===== src/mtsm_pkg.sv =====
// Shared types, constants and the sine lookup for the multichannel tone synth mixer.
package mtsm_pkg;

   // Function codes of a request.
   localparam logic [1:0] FUNC_TICK     = 2'd0;
   localparam logic [1:0] FUNC_START    = 2'd1;
   localparam logic [1:0] FUNC_STOP     = 2'd2;
   localparam logic [1:0] FUNC_STOP_ALL = 2'd3;

   // Waveform codes as stored per channel.
   localparam logic [2:0] WF_SINE     = 3'd0;
   localparam logic [2:0] WF_SQUARE   = 3'd1;
   localparam logic [2:0] WF_SAW      = 3'd2;
   localparam logic [2:0] WF_TRIANGLE = 3'd3;
   localparam logic [2:0] WF_NOISE    = 3'd4;

   localparam logic [15:0] NOISE_SEED = 16'hace1;

   // Mix accumulator: 16 voices plus the external sample fit in 21 signed bits.
   localparam int MIX_W = 21;

   localparam int QUEUE_DEPTH = 2;

   typedef enum logic [1:0] {
      CMD_TICK,
      CMD_START,
      CMD_STOP,
      CMD_STOP_ALL
   } cmd_kind_type;

   typedef struct packed {
      cmd_kind_type       kind;
      logic [3:0]         chan;
      logic [31:0]        step;
      logic [2:0]         wave;
      logic [23:0]        duration;
      logic signed [15:0] extra;
   } cmd_type;

   typedef enum logic [1:0] {
      ST_IDLE,
      ST_WALK,
      ST_DONE
   } back_state_type;

   // First quadrant of the sine, scaled to 32767.
   localparam logic [15:0] QUARTER_SINE [0:64] = '{
      16'd0,     16'd804,   16'd1607,  16'd2410,  16'd3211,  16'd4011,  16'd4807,  16'd5601,
      16'd6392,  16'd7179,  16'd7961,  16'd8739,  16'd9511,  16'd10278, 16'd11038, 16'd11792,
      16'd12539, 16'd13278, 16'd14009, 16'd14732, 16'd15446, 16'd16150, 16'd16845, 16'd17530,
      16'd18204, 16'd18867, 16'd19519, 16'd20159, 16'd20787, 16'd21402, 16'd22004, 16'd22594,
      16'd23169, 16'd23731, 16'd24278, 16'd24811, 16'd25329, 16'd25831, 16'd26318, 16'd26789,
      16'd27244, 16'd27683, 16'd28105, 16'd28510, 16'd28897, 16'd29268, 16'd29621, 16'd29955,
      16'd30272, 16'd30571, 16'd30851, 16'd31113, 16'd31356, 16'd31580, 16'd31785, 16'd31970,
      16'd32137, 16'd32284, 16'd32412, 16'd32520, 16'd32609, 16'd32678, 16'd32727, 16'd32757,
      16'd32767
   };

   // Full 256-entry sine table built from the quarter wave by mirroring.
   function automatic logic signed [15:0] sine_lookup(input logic [7:0] idx);
      logic [6:0]  q;
      logic [6:0]  qi;
      logic [15:0] m;
      q  = idx[6:0];
      qi = (q <= 7'd64) ? q : 7'(8'd128 - {1'b0, q});
      m  = QUARTER_SINE[qi];
      return idx[7] ? $signed(16'(-m)) : $signed(m);
   endfunction

endpackage


===== src/mtsm_front.sv =====
// Request decoder: classifies requests into queue commands and drops out-of-range ones.
module mtsm_front
   import mtsm_pkg::*;
#(
   parameter int NUM_CHANNELS = 4
) (
   input  logic               req_valid,
   output logic               req_ready,
   input  logic [1:0]         req_func,
   input  logic [3:0]         req_channel,
   input  logic [31:0]        req_phase_step,
   input  logic [2:0]         req_waveform,
   input  logic [23:0]        req_duration_samples,
   input  logic signed [15:0] req_extra_sample,
   input  logic               q_full,
   output logic               q_push,
   output cmd_type            q_cmd
);

   logic in_range;
   logic drop;

   assign in_range  = ({1'b0, req_channel} < 5'(NUM_CHANNELS));
   assign req_ready = ~q_full;

   always_comb begin
      q_cmd.chan     = req_channel;
      q_cmd.step     = req_phase_step;
      q_cmd.wave     = (req_waveform > WF_NOISE) ? WF_SQUARE : req_waveform;
      q_cmd.duration = req_duration_samples;
      q_cmd.extra    = req_extra_sample;
      q_cmd.kind     = CMD_TICK;
      drop           = 1'b0;
      unique case (req_func)
         FUNC_TICK: q_cmd.kind = CMD_TICK;
         FUNC_START: begin
            q_cmd.kind = CMD_START;
            drop       = ~in_range;
         end
         FUNC_STOP: begin
            q_cmd.kind = CMD_STOP;
            drop       = ~in_range;
         end
         FUNC_STOP_ALL: q_cmd.kind = CMD_STOP_ALL;
         default: q_cmd.kind = CMD_TICK;
      endcase
   end

   // A request aimed at a missing channel is taken and then discarded.
   assign q_push = req_valid & req_ready & ~drop;

endmodule


===== src/mtsm_queue.sv =====
// Short command queue between the request decoder and the channel engine.
module mtsm_queue
   import mtsm_pkg::*;
(
   input  logic    clock,
   input  logic    reset,
   input  logic    push,
   input  cmd_type push_cmd,
   output logic    full,
   output logic    head_valid,
   output cmd_type head_cmd,
   input  logic    pop
);

   localparam int PTR_W = (QUEUE_DEPTH > 1) ? $clog2(QUEUE_DEPTH) : 1;
   localparam int CNT_W = $clog2(QUEUE_DEPTH + 1);

   cmd_type          entry_ff [QUEUE_DEPTH];
   logic [PTR_W-1:0] wr_ptr_ff, wr_ptr_in;
   logic [PTR_W-1:0] rd_ptr_ff, rd_ptr_in;
   logic [CNT_W-1:0] count_ff, count_in;

   function automatic logic [PTR_W-1:0] ptr_next(input logic [PTR_W-1:0] p);
      return (p == PTR_W'(QUEUE_DEPTH - 1)) ? '0 : PTR_W'(p + 1'b1);
   endfunction

   assign full       = (count_ff == CNT_W'(QUEUE_DEPTH));
   assign head_valid = (count_ff != '0);
   assign head_cmd   = entry_ff[rd_ptr_ff];

   always_comb begin
      wr_ptr_in = push ? ptr_next(wr_ptr_ff) : wr_ptr_ff;
      rd_ptr_in = pop ? ptr_next(rd_ptr_ff) : rd_ptr_ff;
      count_in  = count_ff;
      if (push && !pop) begin
         count_in = CNT_W'(count_ff + 1'b1);
      end else if (pop && !push) begin
         count_in = CNT_W'(count_ff - 1'b1);
      end
   end

   always_ff @(posedge clock) begin
      if (reset) begin
         wr_ptr_ff <= '0;
         rd_ptr_ff <= '0;
         count_ff  <= '0;
      end else begin
         wr_ptr_ff <= wr_ptr_in;
         rd_ptr_ff <= rd_ptr_in;
         count_ff  <= count_in;
      end
   end

   always_ff @(posedge clock) begin
      if (push) begin
         entry_ff[wr_ptr_ff] <= push_cmd;
      end
   end

endmodule


===== src/mtsm_back.sv =====
// Channel engine: applies start and stop commands and walks the channels on each tick unless paused.
module mtsm_back
   import mtsm_pkg::*;
#(
   parameter int NUM_CHANNELS = 4
) (
   input  logic               clock,
   input  logic               reset,
   input  logic               paused,
   input  logic               head_valid,
   input  cmd_type            head_cmd,
   output logic               pop,
   output logic               rsp_valid,
   input  logic               rsp_ready,
   output logic signed [15:0] rsp_sample
);

   localparam int CH_W = (NUM_CHANNELS > 1) ? $clog2(NUM_CHANNELS) : 1;
   localparam logic signed [MIX_W-1:0] SAT_MAX = MIX_W'(32767);
   localparam logic signed [MIX_W-1:0] SAT_MIN = -MIX_W'(32768);

   // Per-channel state; only the on bits need a reset.
   logic [31:0] phase_ff [NUM_CHANNELS];
   logic [31:0] step_ff  [NUM_CHANNELS];
   logic [23:0] left_ff  [NUM_CHANNELS];
   logic [2:0]  wave_ff  [NUM_CHANNELS];
   logic [15:0] noise_ff [NUM_CHANNELS];
   logic [NUM_CHANNELS-1:0] on_ff, on_in;

   back_state_type           state_ff, state_in;
   logic [CH_W-1:0]          cnt_ff, cnt_in;
   logic signed [MIX_W-1:0]  acc_ff, acc_in;
   logic                     rsp_valid_ff, rsp_valid_in;
   logic signed [15:0]       rsp_sample_ff, rsp_sample_in;

   logic [CH_W-1:0]    hidx;
   logic               start_we;
   logic               walk_we;
   logic [31:0]        p;
   logic [15:0]        r;
   logic               fb;
   logic [15:0]        noise_in;
   logic [31:0]        phase_in;
   logic [23:0]        left_in;
   logic signed [15:0] voice;
   logic signed [15:0] voice_gated;
   logic signed [15:0] sat;

   assign hidx = head_cmd.chan[CH_W-1:0];

   // Voice datapath for the channel under the walk counter.
   always_comb begin
      p        = phase_ff[cnt_ff];
      r        = noise_ff[cnt_ff];
      fb       = r[0] ^ r[1] ^ r[5] ^ r[6];
      noise_in = {fb, r[15:1]};
      phase_in = p + step_ff[cnt_ff];
      left_in  = (left_ff[cnt_ff] != '0) ? 24'(left_ff[cnt_ff] - 1'b1) : left_ff[cnt_ff];
      case (wave_ff[cnt_ff])
         WF_SINE:     voice = sine_lookup(p[31:24]);
         WF_SAW:      voice = $signed({~p[31], p[30:16]});
         WF_TRIANGLE: voice = p[31] ? $signed({p[30], ~p[29:15]})
                                    : $signed({~p[30], p[29:15]});
         WF_NOISE:    voice = $signed({~noise_in[15], noise_in[14:0]});
         default:     voice = p[31] ? 16'sd32767 : -16'sd32767;
      endcase
      voice_gated = on_ff[cnt_ff] ? voice : '0;
   end

   always_comb begin
      if (acc_ff > SAT_MAX) begin
         sat = 16'sh7fff;
      end else if (acc_ff < SAT_MIN) begin
         sat = 16'sh8000;
      end else begin
         sat = acc_ff[15:0];
      end
   end

   always_comb begin
      state_in      = state_ff;
      cnt_in        = cnt_ff;
      acc_in        = acc_ff;
      on_in         = on_ff;
      pop           = 1'b0;
      start_we      = 1'b0;
      walk_we       = 1'b0;
      rsp_valid_in  = rsp_valid_ff & ~rsp_ready;
      rsp_sample_in = rsp_sample_ff;
      unique case (state_ff)
         ST_IDLE: begin
            if (head_valid) begin
               unique case (head_cmd.kind)
                  CMD_START: begin
                     start_we    = 1'b1;
                     on_in[hidx] = 1'b1;
                     pop         = 1'b1;
                  end
                  CMD_STOP: begin
                     on_in[hidx] = 1'b0;
                     pop         = 1'b1;
                  end
                  CMD_STOP_ALL: begin
                     on_in = '0;
                     pop   = 1'b1;
                  end
                  CMD_TICK: begin
                     if (paused) begin
                        acc_in   = '0;
                        state_in = ST_DONE;
                     end else begin
                        acc_in   = MIX_W'(head_cmd.extra);
                        cnt_in   = '0;
                        state_in = ST_WALK;
                     end
                  end
                  default: state_in = ST_IDLE;
               endcase
            end
         end
         ST_WALK: begin
            walk_we = 1'b1;
            acc_in  = acc_ff + MIX_W'(voice_gated);
            if (on_ff[cnt_ff] && left_ff[cnt_ff] == 24'd1) begin
               on_in[cnt_ff] = 1'b0;
            end
            if (cnt_ff == CH_W'(NUM_CHANNELS - 1)) begin
               state_in = ST_DONE;
            end else begin
               cnt_in = CH_W'(cnt_ff + 1'b1);
            end
         end
         ST_DONE: begin
            if (!rsp_valid_ff || rsp_ready) begin
               rsp_valid_in  = 1'b1;
               rsp_sample_in = sat;
               pop           = 1'b1;
               state_in      = ST_IDLE;
            end
         end
         default: state_in = ST_IDLE;
      endcase
   end

   always_ff @(posedge clock) begin
      if (reset) begin
         state_ff     <= ST_IDLE;
         on_ff        <= '0;
         rsp_valid_ff <= 1'b0;
      end else begin
         state_ff     <= state_in;
         on_ff        <= on_in;
         rsp_valid_ff <= rsp_valid_in;
      end
   end

   always_ff @(posedge clock) begin
      cnt_ff        <= cnt_in;
      acc_ff        <= acc_in;
      rsp_sample_ff <= rsp_sample_in;
   end

   always_ff @(posedge clock) begin
      if (start_we) begin
         phase_ff[hidx] <= '0;
         step_ff[hidx]  <= head_cmd.step;
         wave_ff[hidx]  <= head_cmd.wave;
         left_ff[hidx]  <= head_cmd.duration;
         noise_ff[hidx] <= NOISE_SEED;
      end else if (walk_we && on_ff[cnt_ff]) begin
         phase_ff[cnt_ff] <= phase_in;
         left_ff[cnt_ff]  <= left_in;
         if (wave_ff[cnt_ff] == WF_NOISE) begin
            noise_ff[cnt_ff] <= noise_in;
         end
      end
   end

   assign rsp_valid  = rsp_valid_ff;
   assign rsp_sample = rsp_sample_ff;

endmodule


===== src/multichannel_tone_synth_mixer.sv =====
// Top level of the multichannel tone synth mixer: decoder, command queue and channel engine.
//
// A phase-accumulator tone generator with NUM_CHANNELS voices and a saturating mixer.
// A request is one of four commands: tick, start tone, stop channel or stop all channels.
// Only a tick returns a response, the mixed 16-bit sample; start and stop return nothing,
// and start or stop aimed at a channel number not below NUM_CHANNELS is accepted and ignored.
// Requests pass through a two-entry command queue, so the input side keeps accepting while
// the engine works or while a finished sample waits in the output register, until the
// queue is full. The engine applies each start or stop command from its idle state. A tick
// is issued from the idle state, then walks the channels in turn, reading, advancing and
// accumulating each voice through the single shared voice datapath, and finally saturates
// the sum and loads the output register, waiting while the consumer still holds it.
// While paused, a tick skips the walk, returns zero and advances no channel.
// The paused register is written through csr_write_enable / csr_write_data and resets to 0.
module multichannel_tone_synth_mixer
   import mtsm_pkg::*;
#(
   parameter int NUM_CHANNELS = 4
) (
   input  logic               clock,
   input  logic               reset,
   input  logic               req_valid,
   output logic               req_ready,
   input  logic [1:0]         req_func,
   input  logic [3:0]         req_channel,
   input  logic [31:0]        req_phase_step,
   input  logic [2:0]         req_waveform,
   input  logic [23:0]        req_duration_samples,
   input  logic signed [15:0] req_extra_sample,
   output logic               rsp_valid,
   input  logic               rsp_ready,
   output logic signed [15:0] rsp_sample,
   input  logic               csr_write_enable,
   input  logic               csr_write_data
);

   logic    paused_ff, paused_in;
   logic    q_full;
   logic    q_push;
   cmd_type q_cmd;
   logic    head_valid;
   cmd_type head_cmd;
   logic    q_pop;

   // Pause control register.
   assign paused_in = csr_write_enable ? csr_write_data : paused_ff;

   always_ff @(posedge clock) begin
      if (reset) begin
         paused_ff <= 1'b0;
      end else begin
         paused_ff <= paused_in;
      end
   end

   // The decoder turns each request into a queue command.
   mtsm_front #(
      .NUM_CHANNELS(NUM_CHANNELS)
   ) u_front (
      .req_valid            (req_valid),
      .req_ready            (req_ready),
      .req_func             (req_func),
      .req_channel          (req_channel),
      .req_phase_step       (req_phase_step),
      .req_waveform         (req_waveform),
      .req_duration_samples (req_duration_samples),
      .req_extra_sample     (req_extra_sample),
      .q_full               (q_full),
      .q_push               (q_push),
      .q_cmd                (q_cmd)
   );

   // The queue decouples request acceptance from channel processing.
   mtsm_queue u_queue (
      .clock      (clock),
      .reset      (reset),
      .push       (q_push),
      .push_cmd   (q_cmd),
      .full       (q_full),
      .head_valid (head_valid),
      .head_cmd   (head_cmd),
      .pop        (q_pop)
   );

   // The engine owns all channel state and the output register.
   mtsm_back #(
      .NUM_CHANNELS(NUM_CHANNELS)
   ) u_back (
      .clock      (clock),
      .reset      (reset),
      .paused     (paused_ff),
      .head_valid (head_valid),
      .head_cmd   (head_cmd),
      .pop        (q_pop),
      .rsp_valid  (rsp_valid),
      .rsp_ready  (rsp_ready),
      .rsp_sample (rsp_sample)
   );

endmodule

===== config.mk =====
export PLATFORM = sky130hd
export DESIGN_NAME = multichannel_tone_synth_mixer
export DESIGN_NICKNAME = d
export VERILOG_FILES = /design/src/mtsm_pkg.sv /design/src/mtsm_front.sv /design/src/mtsm_queue.sv /design/src/mtsm_back.sv /design/src/multichannel_tone_synth_mixer.sv
export SDC_FILE = /design/constraint.sdc
export NUM_CORES = 1
export LEC_CHECK = 0
export ABC_AREA = 1
export BUFFER_PORTS_ARGS = -buffer_cell sky130_fd_sc_hd__buf_2
export CAP_MARGIN = 10
export CELL_PAD_IN_SITES_DETAIL_PLACEMENT = 2
export CELL_PAD_IN_SITES_GLOBAL_PLACEMENT = 2
export CORE_ASPECT_RATIO = 0.6
export CORE_UTILIZATION = 37
export CTS_BUF_LIST = sky130_fd_sc_hd__clkbuf_16
export DETAILED_ROUTE_END_ITERATION = 6
export HOLD_SLACK_MARGIN = 0.12
export PLACE_DENSITY_LB_ADDON = 0.3
export SLEW_MARGIN = 20
export SYNTH_ARGS = -nofsm -noshare
export SYNTH_HDL_FRONTEND = slang
export SYNTH_SLANG_ARGS = --single-unit

===== constraint.sdc =====
create_clock -name clock -period 5.3 [get_ports clock]
set_input_delay 0.53 -clock clock [delete_from_list [all_inputs] [get_ports clock]]
set_output_delay 0.53 -clock clock [all_outputs]
set_load 0.1 [all_outputs]

## Word-level counts from Yosys, hierarchy flattened

Memories as Yosys holds them, arrays and structs flattened. A register that Yosys moved wholly into a read port is not among the register bits.
Index checks and enable logic that the tools add are counted.
Widths: inputs -> output; s select.

| word-level totals | value |
|---|---|
| register bits | 51 |
| latch bits | 0 |
| bits in writable memories | 590 |
| ROM bits | 2048 |
| input bits | 87 |
| output and inout bits | 18 |
| word-level logic and storage cells | 186 |
| memories kept | 7 |

| cells by class | value |
|---|---|
| $add $sub $neg | 10 |
| multiply operators | 0 |
| divide/modulo/power cells | 0 |
| magnitude comparators | 10 |
| equality and inequality tests | 22 |
| shift operators | 0 |
| mux-type cells | 79 |
| bitwise operators | 20 |
| reduce and logical (&&, ||, !) cells | 28 |

Memory list:

| memory | depth | bits a word | rd ports | clocked after Yosys merged registers in | wr ports | RTL line | text |
|---|---|---|---|---|---|---|---|
| (name not given) | 128 | 16 | 1 | 0 | 0 | mtsm_pkg.sv:66 | `m = QUARTER_SINE[qi];` |
| u_queue.entry_ff | 2 | 81 | 1 | 1 | 1 | mtsm_queue.sv:18 | `cmd_type entry_ff [QUEUE_DEPTH];` |
| u_back.phase_ff | 4 | 32 | 1 | 1 | 1 | mtsm_back.sv:23 | `logic [31:0] phase_ff [NUM_CHANNELS];` |
| u_back.step_ff | 4 | 32 | 1 | 1 | 1 | mtsm_back.sv:24 | `logic [31:0] step_ff [NUM_CHANNELS];` |
| u_back.left_ff | 4 | 24 | 1 | 1 | 1 | mtsm_back.sv:25 | `logic [23:0] left_ff [NUM_CHANNELS];` |
| u_back.noise_ff | 4 | 16 | 1 | 1 | 1 | mtsm_back.sv:27 | `logic [15:0] noise_ff [NUM_CHANNELS];` |
| 1 more memories | n/a | n/a | n/a | n/a | n/a | n/a |  |

Operator list:

| cell | count |
|---|---|
| $mux 16 | 8 |
| $pmux 16 s4 | 1 |
| $mux 21 | 3 |
| $mux 24 | 2 |
| $pmux 21 s2 | 1 |
| $mux 2 | 19 |
| $add 32x32->32 | 1 |
| $mux 32 | 1 |
| $reduce_or 32->1 | 1 |
| $mux 1 | 31 |
| $eq 24x1->1 const B | 1 |
| $reduce_bool 24->1 | 1 |
| $reduce_or 24->1 | 1 |
| $sub 24x1->24 const B | 1 |
| $add 21x16->21 | 1 |
| $gt 21x16->1 const B | 1 |
| $lt 21x16->1 const B | 1 |
| $neg 16->16 | 1 |
| $reduce_or 16->1 | 1 |
| $not 15->15 | 1 |
| $eq 2x2->1 const B | 7 |
| $pmux 4 s3 | 1 |
| $and 4x4->4 | 2 |
| $ge 8x8->1 const B | 1 |
| 43 further kinds | 80 |

## Longest topological paths before layout

| logic depth | value |
|---|---|
| depth after elaboration | 12 |
| mapped depth | 46 |

## Modules after synthesis

Synthesis repeated with hierarchy kept, for this count alone.

| second synthesis, totals | value |
|---|---|
| cells, all modules | 2870 |
| area total of the unflattened synthesis | 31760.5 µm² |

By module, submodules not included:

| module | instances | cells each | area an instance (µm²) | sequential area each (µm²) |
|---|---|---|---|---|
| mtsm_back | 1 | 2482 | 24552.3 | 14203.6 |
| mtsm_queue | 1 | 285 | 6475.0 | 4964.8 |
| mtsm_front | 1 | 96 | 688.2 | 0.0 |
| multichannel_tone_synth_mixer | 1 | 7 | 45.0 | 20.0 |

## Least setup slack after synthesis

OpenSTA, ideal clock, no wires.

| timing | value |
|---|---|
| kind | register to register |
| start point | reg (tool-made name) |
| end point | reg u_back.acc_ff[18], data pin |
| setup time | 0.264 ns |
| arrival time | 5.340 ns |
| data required time | 5.036 ns |
| setup slack | -0.304 ns |
| cell stages (with the launch flop) | 45 |
| buffers on the path | 2 |
| path through | dfxtp_1 > buf_6 > inv_4 > buf_6 > nand2_1 > nand3_1 > nand2_4 > ha_1 > nand2_2 > nor2_2 > nand2_2 > nand2_4 > nand2_1 > nand2_1 > ha_1 > nand2_1 > o21ai_0 > nand3_1 > [9 not listed] > nor3_1 > nor2_1 > ha_1 > inv_1 > o31ai_1 > nand3_1 > nand2_1 > a31oi_1 > o21ai_0 > nand3_1 > nand2_1 > inv_1 > o21ai_0 > inv_1 > o21ai_0 > nand2_1 > nand2_1 > o21ai_0 |

RTL lines:

| element | RTL line | text |
|---|---|---|
| end signal: assignment | mtsm_back.sv:159 | `acc_ff <= acc_in;` |
| end: declaration | mtsm_back.sv:32 | `logic signed [MIX_W-1:0] acc_ff, acc_in;` |

==> out/summary.md <==
Dominant cell type by area after synthesis: edfxtp_1. The most used flip-flop cell after synthesis is edfxtp_1. The clock root buffer master was clkbuf_16. For the finished layout, the period the worst path requires is 5.92 ns. Worst-skew pair later-pin latency: 0.63 ns.

The cell with the biggest individual delay on the critical path was dfxtp_4. Detailed placement finished with a half-perimeter wire length of 78400 µm. In this run the count of I/O pins placed on the die edge is 105.

The final reports fail on setup timing. Uppermost layer routed: met5. The total length of routed met3 wires is 6590 µm, and the number of levels the H-tree was split into is 3.

After floorplanning, the core was divided into 81 placement rows. The per-cell routed wire length is 28.2 µm, and the count of antenna-violating nets left after detailed routing is 0. The number of synthesized register bits came out at 640.

The count of cells in the finished layout, fillers not included, comes to 4520. The run gives 57 as the number of distinct library cells after synthesis. From bottom edge to top edge, the die measures 224 µm.

The tree built by TritonCTS fans out to 640 sinks. Largest driver fanout on the critical path: 8. The clock network fraction of total power is 0.159, and the register-to-register setup slack is -0.62 ns. Delay of the slowest cell on the worst path: 0.44 ns. Max-cap violations in this run came to 0. The fill cell instance count of the final layout was 8358. STA classifies the critical path startpoint as a flop. The run gives 13.8 mW as the net switching power figure.

For the worst setup path, the data arrival time is 6.26 ns. The tools report the via count of the routed design as 25700. The logs give 177000 µm for the wire length of the first global-routing pass and 81500 µm² for the area inside the core boundary. The longest clock path from root to sink contains 3 buffers.

After detailed placement, the total cell area comes to 33900 µm². The tools report the number of hold-slack violations in the final timing report as 0. At the pin with the least slew margin, the transition time is 1.10 ns. The post-route fraction of the period consumed by the critical path is 1.12, and the number of global-route vias before repair is 28100. For the antenna diode count, the log shows 0. The power share of the sequential group was 0.231.

The run gives 0.610 as the share of total power in combinational logic. The worst setup path is of the flop to flop kind. For the highest achievable clock rate, the log shows 169 MHz.

The die span in x was 373 µm; the overall routing resource usage was 0.283. The synthesized area per cell was 10.3 µm². Setup repair after global routing could not meet its margin everywhere. The routed design has 127000 µm of wire.

Sorting the synthesized cells by area gives the leading types as edfxtp_1, nand2_1, o21ai_0. The tools report the kind of capture point of the worst setup path as a flop. The logs give 3113 for the net count after synthesis and 28.9 mW for the total power.

The post-synthesis async set-or-reset flop share was 0. The tools report the total global routing overflow as 0. The area enclosed by the die boundary is 83600 µm². Kind of cell with the highest combined delay on the critical path: simple AND/OR/NAND/NOR gates. The fraction of synthesized cell area taken by the top area cell type was 0.616; the sequential element share of the synthesized area was 0.625. The tools report the initial antenna violation count as 2. The fraction of layout cells with a size suffix above 1 came out at 0.220. The flow ran to the end, but the final reports show violations. The logs give 15.1 mW for the cell internal power dissipation and 0 for the number of max-slew violations in the final report. The DRC violation count after routing is 0, and the total of endpoints with negative setup slack in the final report is 14.

Counting both buffers and inverters, the worst setup path holds a total of 7. The pre-antenna-repair detailed-routing pass consisted of 5 iterations. The port buffer count was 104. The fraction of power spent switching nets is 0.476. The number of buffers inserted during clock tree synthesis was 66. The starting utilization of the core area is 0.374, and the total placed cells including tap cells is 4268. The cell area that synthesis handed to floorplanning was 30500 µm². The total number of yosys warnings came out at 0.

Post-route met1 wirelength: 55700 µm. The end-of-flow core utilization was 0.470; the final net count was 3555. Worst min-delay path category: primary input to flop. The worst-case IR drop observed on VDD is 270 µV. In this run the static leakage power is 14.9 nW. From synthesis to final layout, the design area changed by 25.7%. Summing all non-filler instances in the final layout gives an area of 38300 µm². In this run the power density over the cells is 755 nW/µm².

The slack of the critical path was -0.622 ns; the via density per instance was 5.69. In the detailed route, the total length drawn on met2 is 62000 µm. For this block, the initial DRC count from the detailed router was 2315.

The setup TNS after final layout was -4.51 ns. Timing analysis after detailed placement gives a worst setup slack of -0.906 ns. The number of enable-type register cells in the synthesized netlist is 625, and the routability congestion estimate from global placement is 0.907. Across the routed clock network, the largest skew measured is 0.0332 ns.

The critical path data required time came out at 5.63 ns. Synthesis handed over a netlist of 2951 instances. Across all hold checks on the routed design, the worst slack comes to 0.192 ns. Relative slew slack: 0.266.

By instance count, the cell type seen most on the critical path is nand2_4. TritonCTS built the clock tree. The clock edge transition at the registers on the reported setup and hold paths was 0.06 ns; the maximum number of pins on one net before global-route repair was 102.
[area by class of cell]
type                    instances  area [µm²]  area share
flip-flops and latches        640       19100       0.498
multi-input cells            1981       11000       0.286
inverters                     195         756      0.0197
clock buffers                  68        1700      0.0444
clock inverters                48         302     0.00787
well taps                    1079        1350      0.0352
repair buffers                509        4150       0.108
[sequential cells by signal (all words and copies together) (netlist names), named ones only]
register,count
u_back.noise_ff,64
u_queue.count_ff,2
u_back.rsp_sample,16
u_back.left_ff,96
u_queue.rd_ptr_ff,1
u_back.state_ff,2
u_back.phase_ff,128
u_back.cnt_ff,2
u_queue.entry_ff,158
paused_ff,1
u_back.acc_ff,21
u_queue.wr_ptr_ff,1
u_back.rsp_valid,1
u_back.wave_ff,12
u_back.on_ff,4
u_back.step_ff,128
[repair_timing]
item                                    in CTS  in global routing
gates cloned                                 3                  3
hold endpoints to repair                   147                  0
hold buffers                                74                  0
pin swaps                                   51                 47
endpoints found under the setup margin      78                 71
gates resized for setup                    157                114
buffers inserted                            37                 21
[path summary, 6_finish.rpt]
path,to,startpoint,depth (start not counted)
max reg2reg,u_back.acc_ff[18],flop,42
max,u_back.acc_ff[18],flop,42
min,paused_ff,csr_write_enable,3
min reg2reg,flop,u_queue.rd_ptr_ff,2
[worst min-delay path, stage by stage]
cell,delay (ns)
buf_2,0.09
mux2i_1,0.07
nor2_1,0.08
[Yosys cell counts, types with 12 or more instances]
library cell  instances
nand2_1             714
edfxtp_1            625
nor2_1              305
o21ai_0             254
inv_1               183
a21oi_1             149
nand3_1             141
clkbuf_1             80
ha_1                 73
o22ai_1              71
buf_2                30
xor2_1               30
a32o_1               22
nor3_1               22
nand4_1              20
nand2_2              19
a31oi_1              15
dfxtp_1              15
xnor2_1              14
or2_2                13
buf_1                12
[cell families (layout without fill, tap and decap cells)]
kind of cell | count (synthesis) | in the layout | share of synthesized area
buf+inv | 330 | 820 | 0.0447
mux | 5 | 5 | 0.00164
simple gates | 1262 | 1262 | 0.171
xor+xnor | 44 | 44 | 0.0126
compound gates | 595 | 595 | 0.113
fa+ha+maj | 75 | 75 | 0.0313
flops | 640 | 640 | 0.625
[metal layers]
metal  global-route usage  up-vias
met3               0.0460      209
met4               0.0697        2
met2                0.468      844
li1                     -    11300
met5                    0        -
met1                0.387    13400
[cells in the final DEF (no fill, tap or decap), drive strengths merged, types with 20 or more instances in the layout]
cell | synthesis | routed
ha | 73 | 73
nand3 | 148 | 148
inv | 193 | 208
xor2 | 30 | 30
a21oi | 149 | 149
o22ai | 71 | 71
nand4 | 20 | 20
edfxtp | 625 | 625
o21ai | 262 | 262
dlygate4sd3 | 0 | 74
a32o | 22 | 22
clkinv | 2 | 31
buf | 55 | 429
clkbuf | 80 | 71
nand2 | 739 | 739
nor2 | 311 | 311
nor3 | 23 | 23
[power by group through the flow]
stage | combinational [mW] | sequential [mW] | clock (mW)
global placement | 13.7 | 6.69 | 0
floorplan | 7.85 | 6.67 | 0
finish | 17.6 | 6.68 | 4.60
detailed placement | 14.6 | 6.75 | 0
global route | 18.8 | 6.70 | 4.82
CTS | 16.0 | 6.65 | 4.58
No activity file was read; power rests on OpenSTA's default activity.
